===== config.mk =====
export PLATFORM = sky130hd
export DESIGN_NAME = task_timeout_budget_table
export DESIGN_NICKNAME = d
export VERILOG_FILES = /design/src/rtl/core/ttbt_pkg.sv /design/src/rtl/core/ttbt_cell.sv /design/src/rtl/core/ttbt_chain.sv /design/src/rtl/core/task_timeout_budget_table.sv
export VERILOG_INCLUDE_DIRS = /design/src /design/src/rtl/core
export SDC_FILE = /design/constraint.sdc
export NUM_CORES = 2
export LEC_CHECK = 0
export BUFFER_PORTS_ARGS = -buffer_cell sky130_fd_sc_hd__clkbuf_2
export CAP_MARGIN = 30
export CELL_PAD_IN_SITES_DETAIL_PLACEMENT = 1
export CELL_PAD_IN_SITES_GLOBAL_PLACEMENT = 1
export CORE_UTILIZATION = 57
export CTS_CLUSTER_DIAMETER = 100
export DETAILED_ROUTE_END_ITERATION = 8
export GPL_ROUTABILITY_DRIVEN = 0
export PLACE_DENSITY_LB_ADDON = 0.1
export SETUP_SLACK_MARGIN = 0.4
export SLEW_MARGIN = 20
export SYNTH_ARGS = -nofsm -noshare
export SYNTH_HDL_FRONTEND = slang
export SYNTH_SLANG_ARGS = --single-unit

===== constraint.sdc =====
create_clock -name clk_i -period 24.8 [get_ports clk_i]
set_input_delay 7.44 -clock clk_i [delete_from_list [all_inputs] [get_ports clk_i]]
set_output_delay 7.44 -clock clk_i [all_outputs]
set_load 0.01 [all_outputs]

===== src/rtl/core/task_timeout_budget_table_defines.svh =====
`ifndef TASK_TIMEOUT_BUDGET_TABLE_DEFINES_SVH
`define TASK_TIMEOUT_BUDGET_TABLE_DEFINES_SVH

// same-cycle implication, sampled on clk_i, quiet during reset
`define TTBT_ASSERT_NOW(lbl, ante, cons) \
  lbl: assert property (@(posedge clk_i) disable iff (!rst_ni) (ante) |-> (cons)) \
    else $error("ttbt check failed");

// next-cycle implication, sampled on clk_i, quiet during reset
`define TTBT_ASSERT_NEXT(lbl, ante, cons) \
  lbl: assert property (@(posedge clk_i) disable iff (!rst_ni) (ante) |=> (cons)) \
    else $error("ttbt check failed");

`endif


===== src/rtl/core/ttbt_pkg.sv =====
`timescale 1ns / 1ps
`default_nettype none

package ttbt_pkg;

  localparam int unsigned ENTRIES = 16;

  localparam logic [47:0] BUDGET_MAX = 48'h7FFF_FFFF_FFFF;

  typedef enum logic [1:0] {
    FUNC_ADD    = 2'd0,
    FUNC_REMOVE = 2'd1,
    FUNC_UPDATE = 2'd2,
    FUNC_LOOKUP = 2'd3
  } func_e;

  typedef enum logic [1:0] {
    STATUS_OK      = 2'd0,
    STATUS_DUP     = 2'd1,
    STATUS_FULL    = 2'd2,
    STATUS_MISSING = 2'd3
  } status_e;

  typedef struct packed {
    func_e              func;
    logic [63:0]        task_key;
    logic signed [47:0] initial_budget;
    logic [47:0]        start_stamp;
    logic signed [31:0] tmo_setting;
    logic [47:0]        now_stamp;
  } in_t;

  typedef struct packed {
    logic               found;
    status_e            status;
    logic signed [47:0] budget_out;
    logic [47:0]        stamp_out;
    logic               timed_out;
  } out_t;

  typedef enum logic [2:0] {
    CMD_NONE,
    CMD_LATCH,
    CMD_ADD,
    CMD_REMOVE,
    CMD_UPDATE
  } cmd_op_e;

  typedef struct packed {
    cmd_op_e            op;
    logic [63:0]        key;
    logic signed [47:0] budget;
    logic [47:0]        stamp;
  } cmd_t;

  typedef struct packed {
    logic               hit;
    logic               free;
    logic signed [47:0] budget;
    logic [47:0]        stamp;
  } link_t;

endpackage

`default_nettype wire


===== src/rtl/core/ttbt_cell.sv =====
`timescale 1ns / 1ps
`default_nettype none

module ttbt_cell (
  input  wire logic           clk_i,
  input  wire logic           rst_ni,
  input  wire ttbt_pkg::cmd_t cmd_i,
  input  wire ttbt_pkg::link_t link_i,
  output ttbt_pkg::link_t     link_o
);
  import ttbt_pkg::*;

  logic               valid_q;
  logic               sel_q;
  logic               alloc_q;
  logic [63:0]        key_q;
  logic signed [47:0] budget_q;
  logic [47:0]        stamp_q;
  logic               match;
  logic               take_free;

  assign match     = valid_q && (key_q == cmd_i.key);
  assign take_free = !valid_q && !link_i.free;

  always_comb begin
    link_o.hit    = link_i.hit | match;
    link_o.free   = link_i.free | !valid_q;
    link_o.budget = link_i.budget | (match ? budget_q : '0);
    link_o.stamp  = link_i.stamp | (match ? stamp_q : '0);
  end

  always_ff @(posedge clk_i or negedge rst_ni) begin
    if (!rst_ni) begin
      valid_q <= 1'b0;
      sel_q   <= 1'b0;
      alloc_q <= 1'b0;
    end else begin
      case (cmd_i.op)
        CMD_LATCH: begin
          sel_q   <= match;
          alloc_q <= take_free;
        end
        CMD_ADD: begin
          if (alloc_q) begin
            valid_q <= 1'b1;
          end
        end
        CMD_REMOVE: begin
          if (sel_q) begin
            valid_q <= 1'b0;
          end
        end
        default: begin
        end
      endcase
    end
  end

  always_ff @(posedge clk_i) begin
    if (cmd_i.op == CMD_ADD && alloc_q) begin
      key_q    <= cmd_i.key;
      budget_q <= cmd_i.budget;
      stamp_q  <= cmd_i.stamp;
    end else if (cmd_i.op == CMD_UPDATE && sel_q) begin
      budget_q <= cmd_i.budget;
      stamp_q  <= cmd_i.stamp;
    end
  end

endmodule

`default_nettype wire


===== src/rtl/core/ttbt_chain.sv =====
`timescale 1ns / 1ps
`default_nettype none

module ttbt_chain (
  input  wire logic           clk_i,
  input  wire logic           rst_ni,
  input  wire ttbt_pkg::cmd_t cmd_i,
  output ttbt_pkg::link_t     tail_o
);
  import ttbt_pkg::*;

  link_t links [ENTRIES+1];

  assign links[0] = '0;

  for (genvar g = 0; g < ENTRIES; g++) begin : g_cell
    ttbt_cell u_cell (
      .clk_i  (clk_i),
      .rst_ni (rst_ni),
      .cmd_i  (cmd_i),
      .link_i (links[g]),
      .link_o (links[g+1])
    );
  end

  assign tail_o = links[ENTRIES];

endmodule

`default_nettype wire


===== src/rtl/core/task_timeout_budget_table.sv =====
// Keyed timeout table: up to ENTRIES entries, each a 64-bit task key with a
// signed 48-bit budget and a 48-bit last-update stamp, held in a row of cells.
// Input channel: in_valid_i / in_stall_o carry one operation per transaction
// (add, remove, update budget, lookup). Output channel: out_valid_o /
// out_stall_i carry exactly one result per input transaction, in order.
// Sequence: after acceptance the operation passes through LOOK and EXEC; the
// result is registered when EXEC completes. No new input is taken until then;
// LOOK broadcasts the key along the cell row (match, lowest free slot, entry
// read), and EXEC applies the change and the budget arithmetic.
// A waiting result sits in the output register; the next input is accepted
// meanwhile, and the operation holds in its final step while the receiver
// stalls and the output register is still full.
// Reset clears all entries and both valid flags at once; no clearing pass.
`timescale 1ns / 1ps
`default_nettype none

`include "task_timeout_budget_table_defines.svh"

module task_timeout_budget_table (
  input  wire logic           clk_i,
  input  wire logic           rst_ni,
  input  wire logic           in_valid_i,
  output logic                in_stall_o,
  input  wire ttbt_pkg::in_t  in_data_i,
  output logic                out_valid_o,
  input  wire logic           out_stall_i,
  output ttbt_pkg::out_t      out_data_o
);
  import ttbt_pkg::*;

  typedef enum logic [1:0] {
    ST_IDLE,
    ST_LOOK,
    ST_EXEC
  } state_e;

  state_e             state_q;
  logic               out_valid_q;
  in_t                item_q;
  link_t              look_q;
  out_t               out_q;
  link_t              tail;
  cmd_t               cmd;
  out_t               res;
  logic               accept;
  logic               fire;
  logic               tmo_active;
  logic [49:0]        rem;
  logic signed [47:0] new_budget;

  assign accept = in_valid_i && !in_stall_o;
  assign fire   = (state_q == ST_EXEC) && (!out_valid_q || !out_stall_i);

  assign in_stall_o  = (state_q != ST_IDLE);
  assign out_valid_o = out_valid_q;
  assign out_data_o  = out_q;

  ttbt_chain u_chain (
    .clk_i  (clk_i),
    .rst_ni (rst_ni),
    .cmd_i  (cmd),
    .tail_o (tail)
  );

  assign tmo_active = (item_q.tmo_setting != '0) && !item_q.tmo_setting[31];

  always_comb begin
    rem = {{2{look_q.budget[47]}}, look_q.budget} - {2'b00, item_q.now_stamp}
          + {2'b00, look_q.stamp};
    if (rem[49] || rem == '0) begin
      new_budget = '0;
    end else if (rem[48:47] != 2'b00) begin
      new_budget = BUDGET_MAX;
    end else begin
      new_budget = rem[47:0];
    end
  end

  always_comb begin
    cmd.op     = CMD_NONE;
    cmd.key    = item_q.task_key;
    cmd.budget = item_q.initial_budget;
    cmd.stamp  = item_q.start_stamp;
    res        = '0;
    res.status = STATUS_OK;

    case (item_q.func)
      FUNC_ADD: begin
        if (look_q.hit) begin
          res.status     = STATUS_DUP;
          res.found      = 1'b1;
          res.budget_out = look_q.budget;
          res.stamp_out  = look_q.stamp;
        end else if (!look_q.free) begin
          res.status = STATUS_FULL;
        end else begin
          cmd.op         = CMD_ADD;
          res.found      = 1'b1;
          res.budget_out = item_q.initial_budget;
          res.stamp_out  = item_q.start_stamp;
        end
      end
      FUNC_REMOVE: begin
        if (look_q.hit) begin
          cmd.op = CMD_REMOVE;
        end else begin
          res.status = STATUS_MISSING;
        end
      end
      FUNC_UPDATE: begin
        if (!look_q.hit) begin
          res.status = STATUS_MISSING;
        end else if (tmo_active) begin
          cmd.op         = CMD_UPDATE;
          cmd.budget     = new_budget;
          cmd.stamp      = item_q.now_stamp;
          res.found      = 1'b1;
          res.budget_out = new_budget;
          res.stamp_out  = item_q.now_stamp;
        end else begin
          res.found      = 1'b1;
          res.budget_out = look_q.budget;
          res.stamp_out  = look_q.stamp;
        end
      end
      default: begin
        if (look_q.hit) begin
          res.found      = 1'b1;
          res.budget_out = look_q.budget;
          res.stamp_out  = look_q.stamp;
        end else begin
          res.status = STATUS_MISSING;
        end
      end
    endcase

    res.timed_out = res.found && (res.budget_out == '0);

    if (state_q == ST_LOOK) begin
      cmd.op = CMD_LATCH;
    end else if (!fire) begin
      cmd.op = CMD_NONE;
    end
  end

  always_ff @(posedge clk_i or negedge rst_ni) begin
    if (!rst_ni) begin
      state_q     <= ST_IDLE;
      out_valid_q <= 1'b0;
    end else begin
      case (state_q)
        ST_IDLE: begin
          if (accept) begin
            state_q <= ST_LOOK;
          end
        end
        ST_LOOK: begin
          state_q <= ST_EXEC;
        end
        ST_EXEC: begin
          if (fire) begin
            state_q <= ST_IDLE;
          end
        end
        default: begin
          state_q <= ST_IDLE;
        end
      endcase
      if (fire) begin
        out_valid_q <= 1'b1;
      end else if (out_valid_q && !out_stall_i) begin
        out_valid_q <= 1'b0;
      end
    end
  end

  always_ff @(posedge clk_i) begin
    if (accept) begin
      item_q <= in_data_i;
    end
    if (state_q == ST_LOOK) begin
      look_q <= tail;
    end
    if (fire) begin
      out_q <= res;
    end
  end

  `TTBT_ASSERT_NEXT(a_busy_after_accept, accept, in_stall_o)
  `TTBT_ASSERT_NOW(a_missing_zero, out_valid_o && !out_data_o.found,
                   out_data_o.budget_out == '0 && out_data_o.stamp_out == '0
                   && !out_data_o.timed_out)
  `TTBT_ASSERT_NOW(a_dup_found, out_valid_o && out_data_o.status == STATUS_DUP, out_data_o.found)
  `TTBT_ASSERT_NEXT(a_result_held, out_valid_o && out_stall_i, out_valid_o && $stable(out_data_o))

endmodule

`default_nettype wire

==> flow_metrics.env <==
export IMPL_synth_avg_cell_area_sq_um=16.4
export IMPL_dieArea_sq_um=212000
export IMPL_ff_latch_area_sq_um=91400
export IMPL_finalHoldViolCount=0
export IMPL_grt_overflow_total=0
export IMPL_gr_usage_met2_pct=59.0
export IMPL_synth_cell_area_sq_um=120000
export IMPL_cts_buffers=321
export IMPL_first_pass_iters=7
export IMPL_vias_per_cell=7.11
export IMPL_period_needed_ps=11470
export IMPL_min_from="u_chain.g_cell[10].u_cell.alloc_q"
export IMPL_first_iter_violations=14500
export IMPL_detail_route_wl_per_cell_microns=39.2
export IMPL_ys_warn_count=0
export IMPL_synth_ff_type="edfxtp_1"
export IMPL_synthArstFlopShare_pct=1.67
export IMPL_drive_gt1_share_pct=13.5
export IMPL_layout_worst_path_cycle_share_pct=46.2
export IMPL_antenna_left=0
export IMPL_antenna_found_initial=44
export IMPL_clk_pin_slew_ps=60
export IMPL_finalSetupViolations=0
export IMPL_fin_setup_tns_ps=0
export IMPL_cts_resized_gates=0
export IMPL_dpl_instance_area_sq_um=126000
export IMPL_cts_htree_levels=5
export IMPL_syn_instance_count=7301
export IMPL_clkLatencyLatePin_ps=980
export IMPL_worst_ep_required_time_ps=25380
export IMPL_whs_path_depth=2
export IMPL_worstPathMaxFanout=39
export IMPL_grt_busiest_layer="met2"
export IMPL_yosysUniqueCellTypes=80
export IMPL_tightest_slew_ps=1200
export IMPL_track_usage_pct=39.9
export IMPL_nets=8169
export IMPL_dpl_hpwl_microns=258000
export IMPL_hold_path_class="flop to flop"
export IMPL_syn_nets=7645
export IMPL_ir_drop_mv=0.0896
export IMPL_grt_max_degree=99
export IMPL_synth_edff_count=3000
export IMPL_final_area_sq_um=136000
export IMPL_r2r_end="u_chain.g_cell[1].u_cell.budget_q[42]"
export IMPL_endpoint_kind="flop"
export IMPL_cts_sinks=3051
export IMPL_num_vias=77300
export IMPL_multiInputGateArea_sq_um=26200
export IMPL_use_met3_pct=11.7
export IMPL_grt_pass1_vias=77300
export IMPL_worstSetupPathType="input pin to flop"
export IMPL_postCtsSetupRepairBufs=0
export IMPL_dp_cells=10300
export IMPL_fin_skew_ps=71.0
export IMPL_start_util_pct=57.6
export IMPL_final_util_pct=65.4
export IMPL_critPathLaunchType="input pin"
export IMPL_power_density_nw_per_um2=93.0
export IMPL_clock_path_buffers=4
export IMPL_rows=167
export IMPL_ys_seq_elements=3051
export IMPL_r2r_slack_ps=18790
export IMPL_rr_startpoint="look_q[16]"
export IMPL_area_delta_synth_final_pct=13.6
export IMPL_ioPinCount=348
export IMPL_final_max_slew_viol_count=0
export IMPL_status="finished, final reports clean"
export IMPL_maxCapViolations=0
export IMPL_die_w_microns=461
export IMPL_nFillCells=18100
export IMPL_core_area_sq_um=208000
export IMPL_ctsHoldBuffers=0
export IMPL_min_to="u_chain.g_cell[10].u_cell.alloc_q"
export IMPL_met1_usage_pct=54.9
export IMPL_die_h_microns=461
export IMPL_power_leakage_nw=46.1
export IMPL_rr_worst_depth=14
export IMPL_clockRootBuffer="clkbuf_16"
export IMPL_tritoncts="built"
export IMPL_drc=0
export IMPL_drt_wl_total_microns=426000
export IMPL_grt_pass1_wl_microns=586000
export IMPL_rsz0062_at_grt="no"
export IMPL_maxSlewHeadroom_pct=19.9
export IMPL_numPortBuffers=347
export IMPL_ys_seq_area_share_pct=76.2
export IMPL_max_freq_mhz=87.2
export IMPL_finish_cell_count_without_fillers=10900
export IMPL_arrival_ps=12040
[worst max path at each step]
| stage | slack (ps) | depth (start not counted) | start | endpoint |
|---|---|---|---|---|
| 6_report | 13330 | 7 | out_stall_i | u_chain.g_cell[15].u_cell.budget_q[10] |
| 5_1_grt | 13430 | 7 | out_stall_i | u_chain.g_cell[15].u_cell.stamp_q[0] |
| 4_1_cts | 13540 | 7 | out_stall_i | u_chain.g_cell[15].u_cell.budget_q[10] |
| 3_5_place_dp | 12530 | 7 | out_stall_i | u_chain.g_cell[15].u_cell.budget_q[24] |
| 3_3_place_gp | 12690 | 7 | out_stall_i | u_chain.g_cell[15].u_cell.budget_q[23] |
| 2_1_floorplan | 6520 | 2 | in_valid_i | cmd[100] |
[report_power, final]
part / switching [mW] / internal (mW) / total, mW
Sequential: 0.146 / 5.98 / 6.12
Combinational: 1.37 / 0.484 / 1.86
Clock: 1.99 / 2.70 / 4.69
[layout by cell type, fill, tap and decap left out, types with 91 or more instances in the layout]
cell type	synthesis	routed
edfxtp_1	3000	3000
nand2_1	594	594
xor2_1	427	427
xnor2_1	369	369
clkbuf_2	0	348
clkbuf_16	0	327
inv_1	310	310
a22oi_1	274	274
nand4_1	246	246
buf_4	0	183
nor4_1	185	181
a221oi_1	180	180
a22o_1	178	178
a222oi_1	163	163
a21oi_1	93	91
[stage by stage]
step | hold slack [ps] | setup slack (ps) | power [mW]
finish | 491 | 13330 | 12.7
global route | 520 | 13430 | 12.9
CTS | 490 | 13540 | 12.6
detailed placement | 473 | 12530 | 7.97
global placement | 458 | 12690 | 7.90
floorplan | 430 | 6520 | 7.15
[worst max-delay path, stage by stage]
cell	delay, ps
clkbuf_2	110
a21oi_4	860
buf_4	600
and2_2	800
a21o_4	680
buf_4	740
buf_4	610
[registers in the layout, indices dropped and copies added, names as in the netlist]
register	count
item_q	178
out_valid_o	1
u_chain.g_cell.u_cell.budget_q	768
u_chain.g_cell.u_cell.key_q	1024
state_q	2
u_chain.g_cell.u_cell.valid_q	16
out_data_o	100
cmd	64
u_chain.g_cell.u_cell.sel_q	16
u_chain.g_cell.u_cell.stamp_q	768
look_q	98
u_chain.g_cell.u_cell.alloc_q	16
[cell families after synthesis]
kind of cell | count (synthesis) | synth area share [%]
buffers and inverters | 686 | 2.21
flip-flops | 3051 | 76.2
AO/OA/AOI/OAI | 1320 | 8.67
AND/OR/NAND/NOR | 1346 | 5.73
multiplexers | 4 | 0.0344
adder cells (fa/ha/maj) | 98 | 1.32
XOR/XNOR | 796 | 5.82
[cells in the mapped netlist, types with 28 or more instances]
master | n | share of area, %
edfxtp_1 | 3000 | 75
nand2_1 | 594 | 1.9
xor2_1 | 427 | 3.1
xnor2_1 | 369 | 2.7
inv_1 | 310 | 0.97
a22oi_1 | 274 | 1.7
clkbuf_1 | 271 | 0.85
nand4_1 | 246 | 1.3
nor4_1 | 185 | 0.97
a221oi_1 | 180 | 1.3
a22o_1 | 178 | 1.3
a222oi_1 | 163 | 1.4
a21oi_1 | 93 | 0.39
o21ai_0 | 86 | 0.36
o22ai_1 | 85 | 0.44
nand3_1 | 72 | 0.30
nor2_1 | 66 | 0.21
buf_2 | 57 | 0.24
a21o_1 | 51 | 0.32
dfrtp_1 | 51 | 1.1
ha_1 | 50 | 0.52
fa_1 | 48 | 0.80
and4_1 | 41 | 0.30
buf_1 | 38 | 0.12
o2bb2ai_1 | 31 | 0.23
and3_1 | 30 | 0.16
nor3_1 | 28 | 0.12
[final cells by class]
cell class | instances | area share (%)
Antenna cell | 23 | 0.0423
Clock buffer | 397 | 6.25
Clock inverter | 161 | 1.08
Inverter | 320 | 0.886
Multi-Input combinational cell | 3564 | 19.2
Sequential cell | 3051 | 67.1
Tap cell | 2788 | 2.56
Timing Repair Buffer | 567 | 2.85
[per-layer routing]
metal | vias up | share of wire [%]
li1 | 29900 | -
met2 | 6489 | 44
met3 | 1203 | 15
met5 | - | 0.036
met1 | 39700 | 36
met4 | 18 | 5.3
Note: power is estimated with default switching activity, not from simulation.
